--- src/design/mos_pkg.sv ---
package mos_pkg;

  localparam int WINDOW_DEPTH = 24;
  localparam int VAL_W = 16;
  localparam int FRAC_BITS = 6;
  localparam int LIMIT_W = 9;
  localparam int PTR_W = $clog2(WINDOW_DEPTH);
  localparam int CNT_W = $clog2(WINDOW_DEPTH + 1);
  localparam int SUM_W = VAL_W + CNT_W;
  localparam int MAG_W = SUM_W - 1;
  localparam int STEP_W = $clog2(MAG_W);
  localparam int CFG_IDX_W = 2;

  localparam logic [LIMIT_W-1:0] X_LIMIT_RESET = LIMIT_W'(5);
  localparam logic [LIMIT_W-1:0] Y_LIMIT_RESET = LIMIT_W'(20);

  localparam logic [CFG_IDX_W-1:0] REG_X_LIMIT = CFG_IDX_W'(0);
  localparam logic [CFG_IDX_W-1:0] REG_Y_LIMIT = CFG_IDX_W'(1);

  typedef struct packed {
    logic signed [VAL_W-1:0] meas_dx;
    logic signed [VAL_W-1:0] meas_dy;
  } in_item_t;

  typedef struct packed {
    logic signed [VAL_W-1:0] smooth_dx;
    logic signed [VAL_W-1:0] smooth_dy;
    logic                    rejected;
  } out_item_t;

  typedef struct packed {
    logic capture;
    logic accum;
    logic remove_old;
    logic step;
    logic finish;
  } lane_ctrl_t;

  typedef enum logic [1:0] {
    S_IDLE,
    S_LOAD,
    S_DIV,
    S_DONE
  } state_t;

endpackage

--- src/design/mos_ram.sv ---
module mos_ram #(
  parameter int WIDTH = 32,
  parameter int DEPTH = 24
) (
  input  logic                     clk,
  input  logic                     we,
  input  logic [$clog2(DEPTH)-1:0] waddr,
  input  logic [WIDTH-1:0]         wdata,
  input  logic                     re,
  input  logic [$clog2(DEPTH)-1:0] raddr,
  output logic [WIDTH-1:0]         rdata
);

  logic [WIDTH-1:0] mem [DEPTH];

  always_ff @(posedge clk) begin
    if (we) begin
      mem[waddr] <= wdata;
    end
    if (re) begin
      rdata <= mem[raddr];
    end
  end

endmodule

--- src/design/mos_lane.sv ---
module mos_lane (
  input  logic                              clk,
  input  logic                              rst,
  input  mos_pkg::lane_ctrl_t               ctrl,
  input  logic signed [mos_pkg::VAL_W-1:0]  meas,
  input  logic [mos_pkg::LIMIT_W-1:0]       limit,
  input  logic                              rej,
  input  logic signed [mos_pkg::VAL_W-1:0]  old_val,
  input  logic [mos_pkg::CNT_W-1:0]         divisor,
  output logic                              over,
  output logic signed [mos_pkg::VAL_W-1:0]  val,
  output logic signed [mos_pkg::VAL_W-1:0]  mean
);

  logic signed [mos_pkg::VAL_W-1:0] meas_r;
  logic signed [mos_pkg::VAL_W-1:0] last_mean;
  logic signed [mos_pkg::SUM_W-1:0] sum;
  logic signed [mos_pkg::SUM_W-1:0] sum_next;
  logic signed [mos_pkg::SUM_W-1:0] old_ext;
  logic signed [mos_pkg::SUM_W-1:0] val_ext;
  logic [mos_pkg::SUM_W-1:0]        sum_abs;
  logic [mos_pkg::VAL_W-1:0]        meas_abs;
  logic [mos_pkg::MAG_W-1:0]        work;
  logic [mos_pkg::CNT_W-1:0]        rem;
  logic [mos_pkg::CNT_W:0]          shifted;
  logic [mos_pkg::CNT_W:0]          diff;
  logic                             ge;
  logic                             neg;
  logic [mos_pkg::VAL_W-1:0]        quot;

  // Integer magnitude is |v| >> FRAC_BITS; the most negative code gives 512.
  assign meas_abs = meas_r[mos_pkg::VAL_W-1] ? (~meas_r + 1'b1) : meas_r;
  assign over = meas_abs[mos_pkg::VAL_W-1:mos_pkg::FRAC_BITS] > {1'b0, limit};
  assign val = rej ? last_mean : meas_r;

  assign old_ext = ctrl.remove_old ? mos_pkg::SUM_W'(old_val) : '0;
  assign val_ext = mos_pkg::SUM_W'(val);
  assign sum_next = sum - old_ext + val_ext;
  assign sum_abs = sum_next[mos_pkg::SUM_W-1] ? -sum_next : sum_next;

  // One restoring division step per cycle on the magnitude of the sum.
  assign shifted = {rem, work[mos_pkg::MAG_W-1]};
  assign diff = shifted - {1'b0, divisor};
  assign ge = shifted >= {1'b0, divisor};

  assign quot = work[mos_pkg::VAL_W-1:0];
  assign mean = neg ? -quot : quot;

  always_ff @(posedge clk) begin
    if (rst) begin
      sum <= '0;
      last_mean <= '0;
    end else begin
      if (ctrl.accum) begin
        sum <= sum_next;
      end
      if (ctrl.finish) begin
        last_mean <= mean;
      end
    end
  end

  always_ff @(posedge clk) begin
    if (ctrl.capture) begin
      meas_r <= meas;
    end
    if (ctrl.accum) begin
      work <= sum_abs[mos_pkg::MAG_W-1:0];
      rem <= '0;
      neg <= sum_next[mos_pkg::SUM_W-1];
    end else if (ctrl.step) begin
      work <= {work[mos_pkg::MAG_W-2:0], ge};
      rem <= ge ? diff[mos_pkg::CNT_W-1:0] : shifted[mos_pkg::CNT_W-1:0];
    end
  end

  // A window mean of 16-bit values always fits back into 16 bits.
  a_mean_fits: assert property (@(posedge clk) disable iff (rst)
    ctrl.finish |-> work <= mos_pkg::MAG_W'(32768))
    else $error("lane quotient exceeds the output range");

  // Remainder of a restoring step stays below the divisor.
  a_rem_range: assert property (@(posedge clk) disable iff (rst)
    ctrl.finish |-> rem < divisor)
    else $error("lane remainder not below divisor");

endmodule

--- src/design/motion_offset_smoother.sv ---
// Motion offset smoother: keeps a running mean over the last 24 accepted
// (dx, dy) offsets in signed Q9.6, replacing outliers by the previous mean.
// Input channel in_valid/in_ready/in_data carries one measurement; output
// channel out_valid/out_ready/out_data returns one smoothed pair per
// measurement together with a rejected flag. The cfg channel writes the
// x limit (index 0) and y limit (index 1); cfg_ready is always high and
// other indexes are ignored. Write limits only while no item is in flight.
// Each item is processed in full before the next one is taken: the
// oldest window entry is read from the window RAM at acceptance, the sums
// are updated, a bit-serial restoring divider runs one step per magnitude
// bit of the sum in each of the two axis lanes, and the output register is
// loaded. in_ready rises again in the cycle after that load.
// Reset clears the sums, pointer, fill count and previous mean; the limits
// return to 5 and 20. When the receiver stalls, the result waits in the
// output register while the next item is processed; that item then waits
// until the output register is free before in_ready rises again.
module motion_offset_smoother (
  input  logic                            clk,
  input  logic                            rst,
  input  logic                            in_valid,
  output logic                            in_ready,
  input  mos_pkg::in_item_t               in_data,
  output logic                            out_valid,
  input  logic                            out_ready,
  output mos_pkg::out_item_t              out_data,
  input  logic                            cfg_valid,
  output logic                            cfg_ready,
  input  logic [mos_pkg::CFG_IDX_W-1:0]   cfg_index,
  input  logic [mos_pkg::LIMIT_W-1:0]     cfg_data
);

  mos_pkg::state_t state;
  mos_pkg::state_t state_next;
  mos_pkg::lane_ctrl_t ctrl;

  logic [mos_pkg::LIMIT_W-1:0] x_limit;
  logic [mos_pkg::LIMIT_W-1:0] y_limit;
  logic [mos_pkg::PTR_W-1:0]   wp;
  logic [mos_pkg::CNT_W-1:0]   fill_count;
  logic [mos_pkg::STEP_W-1:0]  step_cnt;
  logic                        full;
  logic                        rej;
  logic                        rej_r;
  logic                        out_load;
  logic                        over_x;
  logic                        over_y;
  logic signed [mos_pkg::VAL_W-1:0] val_x;
  logic signed [mos_pkg::VAL_W-1:0] val_y;
  logic signed [mos_pkg::VAL_W-1:0] mean_x;
  logic signed [mos_pkg::VAL_W-1:0] mean_y;
  logic [2*mos_pkg::VAL_W-1:0] ram_rdata;

  assign cfg_ready = 1'b1;
  assign full = fill_count == mos_pkg::CNT_W'(mos_pkg::WINDOW_DEPTH);
  assign rej = over_x | over_y;

  always_comb begin
    state_next = state;
    ctrl = '0;
    in_ready = 1'b0;
    out_load = 1'b0;
    unique case (state)
      mos_pkg::S_IDLE: begin
        in_ready = 1'b1;
        if (in_valid) begin
          ctrl.capture = 1'b1;
          state_next = mos_pkg::S_LOAD;
        end
      end
      mos_pkg::S_LOAD: begin
        ctrl.accum = 1'b1;
        ctrl.remove_old = full;
        state_next = mos_pkg::S_DIV;
      end
      mos_pkg::S_DIV: begin
        ctrl.step = 1'b1;
        if (step_cnt == mos_pkg::STEP_W'(mos_pkg::MAG_W - 1)) begin
          state_next = mos_pkg::S_DONE;
        end
      end
      mos_pkg::S_DONE: begin
        if (!out_valid || out_ready) begin
          out_load = 1'b1;
          ctrl.finish = 1'b1;
          state_next = mos_pkg::S_IDLE;
        end
      end
      default: state_next = mos_pkg::S_IDLE;
    endcase
  end

  always_ff @(posedge clk) begin
    if (rst) begin
      state <= mos_pkg::S_IDLE;
      x_limit <= mos_pkg::X_LIMIT_RESET;
      y_limit <= mos_pkg::Y_LIMIT_RESET;
      wp <= '0;
      fill_count <= '0;
      step_cnt <= '0;
      out_valid <= 1'b0;
    end else begin
      state <= state_next;
      if (cfg_valid && cfg_ready) begin
        if (cfg_index == mos_pkg::REG_X_LIMIT) begin
          x_limit <= cfg_data;
        end else if (cfg_index == mos_pkg::REG_Y_LIMIT) begin
          y_limit <= cfg_data;
        end
      end
      if (ctrl.accum) begin
        if (!full) begin
          fill_count <= fill_count + 1'b1;
        end
        if (wp == mos_pkg::PTR_W'(mos_pkg::WINDOW_DEPTH - 1)) begin
          wp <= '0;
        end else begin
          wp <= wp + 1'b1;
        end
        step_cnt <= '0;
      end else if (ctrl.step) begin
        step_cnt <= step_cnt + 1'b1;
      end
      if (out_load) begin
        out_valid <= 1'b1;
      end else if (out_ready) begin
        out_valid <= 1'b0;
      end
    end
  end

  always_ff @(posedge clk) begin
    if (ctrl.accum) begin
      rej_r <= rej;
    end
    if (out_load) begin
      out_data.smooth_dx <= mean_x;
      out_data.smooth_dy <= mean_y;
      out_data.rejected <= rej_r;
    end
  end

  // The oldest entry is read at acceptance and replaced in the following cycle.
  mos_ram #(
    .WIDTH(2 * mos_pkg::VAL_W),
    .DEPTH(mos_pkg::WINDOW_DEPTH)
  ) u_window (
    .clk  (clk),
    .we   (ctrl.accum),
    .waddr(wp),
    .wdata({val_y, val_x}),
    .re   (ctrl.capture),
    .raddr(wp),
    .rdata(ram_rdata)
  );

  mos_lane u_lane_x (
    .clk    (clk),
    .rst    (rst),
    .ctrl   (ctrl),
    .meas   (in_data.meas_dx),
    .limit  (x_limit),
    .rej    (rej),
    .old_val(ram_rdata[mos_pkg::VAL_W-1:0]),
    .divisor(fill_count),
    .over   (over_x),
    .val    (val_x),
    .mean   (mean_x)
  );

  mos_lane u_lane_y (
    .clk    (clk),
    .rst    (rst),
    .ctrl   (ctrl),
    .meas   (in_data.meas_dy),
    .limit  (y_limit),
    .rej    (rej),
    .old_val(ram_rdata[2*mos_pkg::VAL_W-1:mos_pkg::VAL_W]),
    .divisor(fill_count),
    .over   (over_y),
    .val    (val_y),
    .mean   (mean_y)
  );

  a_fill_range: assert property (@(posedge clk) disable iff (rst)
    fill_count <= mos_pkg::CNT_W'(mos_pkg::WINDOW_DEPTH) &&
    wp < mos_pkg::PTR_W'(mos_pkg::WINDOW_DEPTH))
    else $error("window pointer or fill count out of range");

  a_fill_monotonic: assert property (@(posedge clk) disable iff (rst)
    !$past(rst) |-> fill_count >= $past(fill_count))
    else $error("fill count decreased");

  a_out_from_done: assert property (@(posedge clk) disable iff (rst)
    $rose(out_valid) |-> $past(state) == mos_pkg::S_DONE)
    else $error("output raised outside the completion state");

  a_divisor_nonzero: assert property (@(posedge clk) disable iff (rst)
    ctrl.step |-> fill_count != '0)
    else $error("division started with an empty window");

endmodule

--- config.mk ---
export PLATFORM = sky130hd
export DESIGN_NAME = motion_offset_smoother
export DESIGN_NICKNAME = d
export VERILOG_FILES = /design/src/design/mos_pkg.sv /design/src/design/mos_ram.sv /design/src/design/mos_lane.sv /design/src/design/motion_offset_smoother.sv
export SDC_FILE = /design/constraint.sdc
export NUM_CORES = 1
export LEC_CHECK = 0
export BUFFER_PORTS_ARGS = -buffer_cell sky130_fd_sc_hd__buf_2
export CORE_ASPECT_RATIO = 0.9
export CORE_MARGIN = 2
export CORE_UTILIZATION = 50
export CTS_CLUSTER_DIAMETER = 30
export CTS_CLUSTER_SIZE = 10
export DETAILED_ROUTE_END_ITERATION = 16
export GPL_TIMING_DRIVEN = 0
export PLACE_DENSITY_LB_ADDON = 0.12
export SLEW_MARGIN = 30
export SYNTH_ARGS = -nofsm -noshare
export SYNTH_HDL_FRONTEND = slang
export SYNTH_SLANG_ARGS = --single-unit
--- constraint.sdc ---
create_clock -name clk -period 7.68 [get_ports clk]
set_clock_uncertainty 0.15 [all_clocks]
set_input_delay 0.768 -clock clk [delete_from_list [all_inputs] [get_ports clk]]
set_output_delay 0.768 -clock clk [all_outputs]
set_load 0.1 [all_outputs]
==> flow_summary.yaml <==
run_status:
  status: "complete, no violations"
finish:
  fin_nets: 3450
  layout-drive-gt1-share_pct: 24.2
  final-seq-area_um2: 29700
  instances_no_fill: 4598
  nFillCells: 6474
  antenna_cells: 0
  syn2layout_area_growth_pct: 23.2
  final_area_um2: 55600
  multi_input_area_um2: 14800
timing:
  finalSetupViolCount: 0
  final_hold_viol_count: 0
  finalCritPeriodShare_pct: 96.0
  min_period_ns: 7.37
  finalSetupTns_ns: 0
  drv_slew: 0
  slew_headroom_pct: 25.6
  fin_ws_ns: 0.307
  worst_pin_slew_ns: 1.12
  fmax_mhz: 136
synth:
  synth_compound_area_share_pct: 5.22
  synth_area_per_cell_um2: 15.4
  synth_top_family_by_area: "multiplexers"
  async_flop_share_pct: 0
  ys.warnings.count: 0
  synth_cell_type_count: 79
  synth-adder-area-share_pct: 4.22
  syn_inst: 2920
  synth-edff-count: 908
  synth_xor_area_share_pct: 2.31
  synthSimpleGateAreaFrac_pct: 6.59
  synth-seq-cells: 1028
  synthesis.nets: 3095
  synthFlopType: "edfxtp_1"
  synth_mux_area_share_pct: 12.9
  yosysSeqAreaShare_pct: 65.8
  syn_area_um2: 45100
placed_design:
  dpl.cell_count: 4222
  hpwl_um: 82400
  gp_congestion: 0.915
  pre_cts_ws_ns: -1.28
  place_area_um2: 48400
  port_buffers: 81
grt:
  grt_usage_pct: 26.2
  overflow: 0
  grt_start_max_net_pins: 43
  grt_pass1_vias: 27600
  antenna_found_initial: 5
  grt_pass1_wl_um: 178000
worst_setup_path:
  arrival_ns: 7.70
  timing.rr.start: "u_lane_x.meas_r[1]"
  crit_fanout: 10
  r2r_end: "u_lane_x.work[19]"
  start_kind: "flop"
  worst_setup_path_end_kind: "flop"
  ff2ff_setup_slack_ns: 0.31
  critPathMaxStageDelay_ns: 0.52
  reg2reg_depth: 26
  path_class: "flop to flop"
  slowest_stage: "fa_1"
  critPathRequiredTime_ns: 8.00
routing:
  drtAntennaViolNets: 0
  viasPerCell: 5.95
  dr_total_vias: 27400
  drc: 0
  wl_met2_um: 56500
  wl_per_cell_um: 26.2
  first_iter_violations: 2994
  wl_met3_um: 10000
  wirelength_met1_um: 50500
  drt_pass1_iterations: 5
  top_layer: "met5"
  routed_wl_um: 120000
clocking:
  cts_tree: "done"
  root_buffer: "clkbuf_16"
  h-tree-depth: 4
  ctsLongestPathBuffers: 3
  clkSinkCount: 1028
  clk_pin_slew_worst_paths_ns: 0.05
  clk_latency_ns: 0.78
  cts_buffers: 185
floorplan:
  io_pins: 84
  die-area_um2: 92600
  initial_core_util_pct: 50.4
  rows: 104
  die-height_um: 289
  coreArea_um2: 89400
  dieWidth_um: 321
hold_path:
  min_delay_worst_endpoint: "u_lane_y.meas_r[1]"
  hp-start: "in_data[1]"
  holdPathStages: 1
  hp-class: "input port to flop"
pwr:
  powerDensity_nw_per_um2: 465
  vdd_drop_max_mv: 0.323
  p_leak_nw: 19.4
run:
  drv_cap: 0
[routing by layer]
metal	up-vias	track usage (%)
met5	-	0
met4	2	9.13
met3	203	5.36
met2	1254	41.4
met1	14000	36.6
li1	11900	-
[state kept, by name (all words and copies together) (netlist names)]
register	count
fill_count	5
out_data	33
out_valid	1
rej_r	1
state	2
step_cnt	5
u_lane_x.last_mean	16
u_lane_x.meas_r	16
u_lane_x.neg	1
u_lane_x.rem	5
u_lane_x.sum	21
u_lane_x.work	20
u_lane_y.last_mean	16
u_lane_y.meas_r	16
u_lane_y.neg	1
u_lane_y.rem	5
u_lane_y.sum	21
u_lane_y.work	20
u_window.mem	768
u_window.rdata	32
wp	5
x_limit	9
y_limit	9
[synthesized netlist by cell type, types with 39 or more instances]
library cell / n / area, um2
clkbuf_1: 101 / 379
and2_1: 41 / 257
mux2_2: 39 / 439
xnor2_1: 89 / 780
dfxtp_1: 120 / 2400
fa_1: 42 / 841
a21oi_1: 99 / 495
mux2i_1: 107 / 1070
edfxtp_1: 908 / 27300
o21ai_0: 56 / 280
mux4_2: 192 / 4320
nor2_1: 223 / 837
nand2_1: 125 / 469
nand3_1: 58 / 290
a22oi_1: 66 / 495
inv_1: 207 / 777
ha_1: 85 / 1060
[power breakdown]
part           internal (W)  switching (W)
Clock               0.00518        0.00290
Combinational       0.00392        0.00627
Sequential          0.00722       0.000329
[logic make-up (layout without fill, tap and decap cells)]
logic type      after synthesis  count (layout)
flops                      1028            1028
simple gates                609             610
compound gates              357             357
buf+inv                     341             852
mux                         338             338
fa+ha+maj                   127             127
xor+xnor                    119             119
other cells                   1               1
[worst max path at each step]
stage,cells past startpoint,to,slack (ns),startpoint
5_1_grt,26,u_lane_x.work[19],-0.05,u_lane_x.meas_r[1]
2_1_floorplan,27,u_lane_y.work[16],0.91,u_lane_y.meas_r[4]
6_report,26,u_lane_x.work[19],0.31,u_lane_x.meas_r[1]
4_1_cts,26,u_lane_x.work[18],-0.05,u_lane_x.meas_r[5]
3_5_place_dp,26,u_lane_y.work[16],-1.28,u_lane_y.meas_r[4]
3_3_place_gp,5,u_window.mem[19][8],-2.65,state[1]
[critical path, delay by kind of cell (launching register included)]
kind | cells | cell delay, ns
and+or+nand+nor | 12 | 3.16
AOI/OAI and AO/OA | 6 | 1.33
adders and majority gates | 3 | 1.25
DFF | 1 | 0.42
xor gates and xnor gates | 2 | 0.28
buffers and inverters | 2 | 0.27
muxes | 1 | 0.19
[cell usage in the layout (no fill, tap or decap), drive strengths merged, types with 89 or more instances in the layout]
cell type  count
mux2i        107
a21oi        100
nand2        125
xnor2         89
nor2         223
mux4         192
dfxtp        120
clkbuf       319
edfxtp       908
inv          227
buf          183
[layout make-up]
cell class                      instances  area share, %
Inverter                              208           1.41
Multi-Input combinational cell       1552           26.6
Clock inverter                        126           2.71
Sequential cell                      1028           53.4
Buffer                                128           1.03
Timing Repair Buffer                  172           3.61
Clock buffer                          218           8.66
Tap cell                             1166           2.63
[what timing repair did]
item                       in CTS  in global routing
pin swaps                       2                 11
setup buffers                   6                 12
hold endpoints to repair       16                  0
hold buffers                   16                  0
gates resized for setup        58                 35
setup endpoints to repair      59                 43
cloned                          0                  1
[per-stage QoR]
stage / total power [W] / util, % / hold WS [ns]
floorplan: 0.0146 / - / 0.250
global placement: 0.0168 / 52.5 / 0.277
detailed placement: 0.0172 / 54.2 / 0.278
CTS: 0.0256 / 61.8 / 0.000177
global route: 0.0272 / 62.2 / 0.0276
finish: 0.0258 / 62.2 / 0.0484
(Power assumes the default switching activity.)
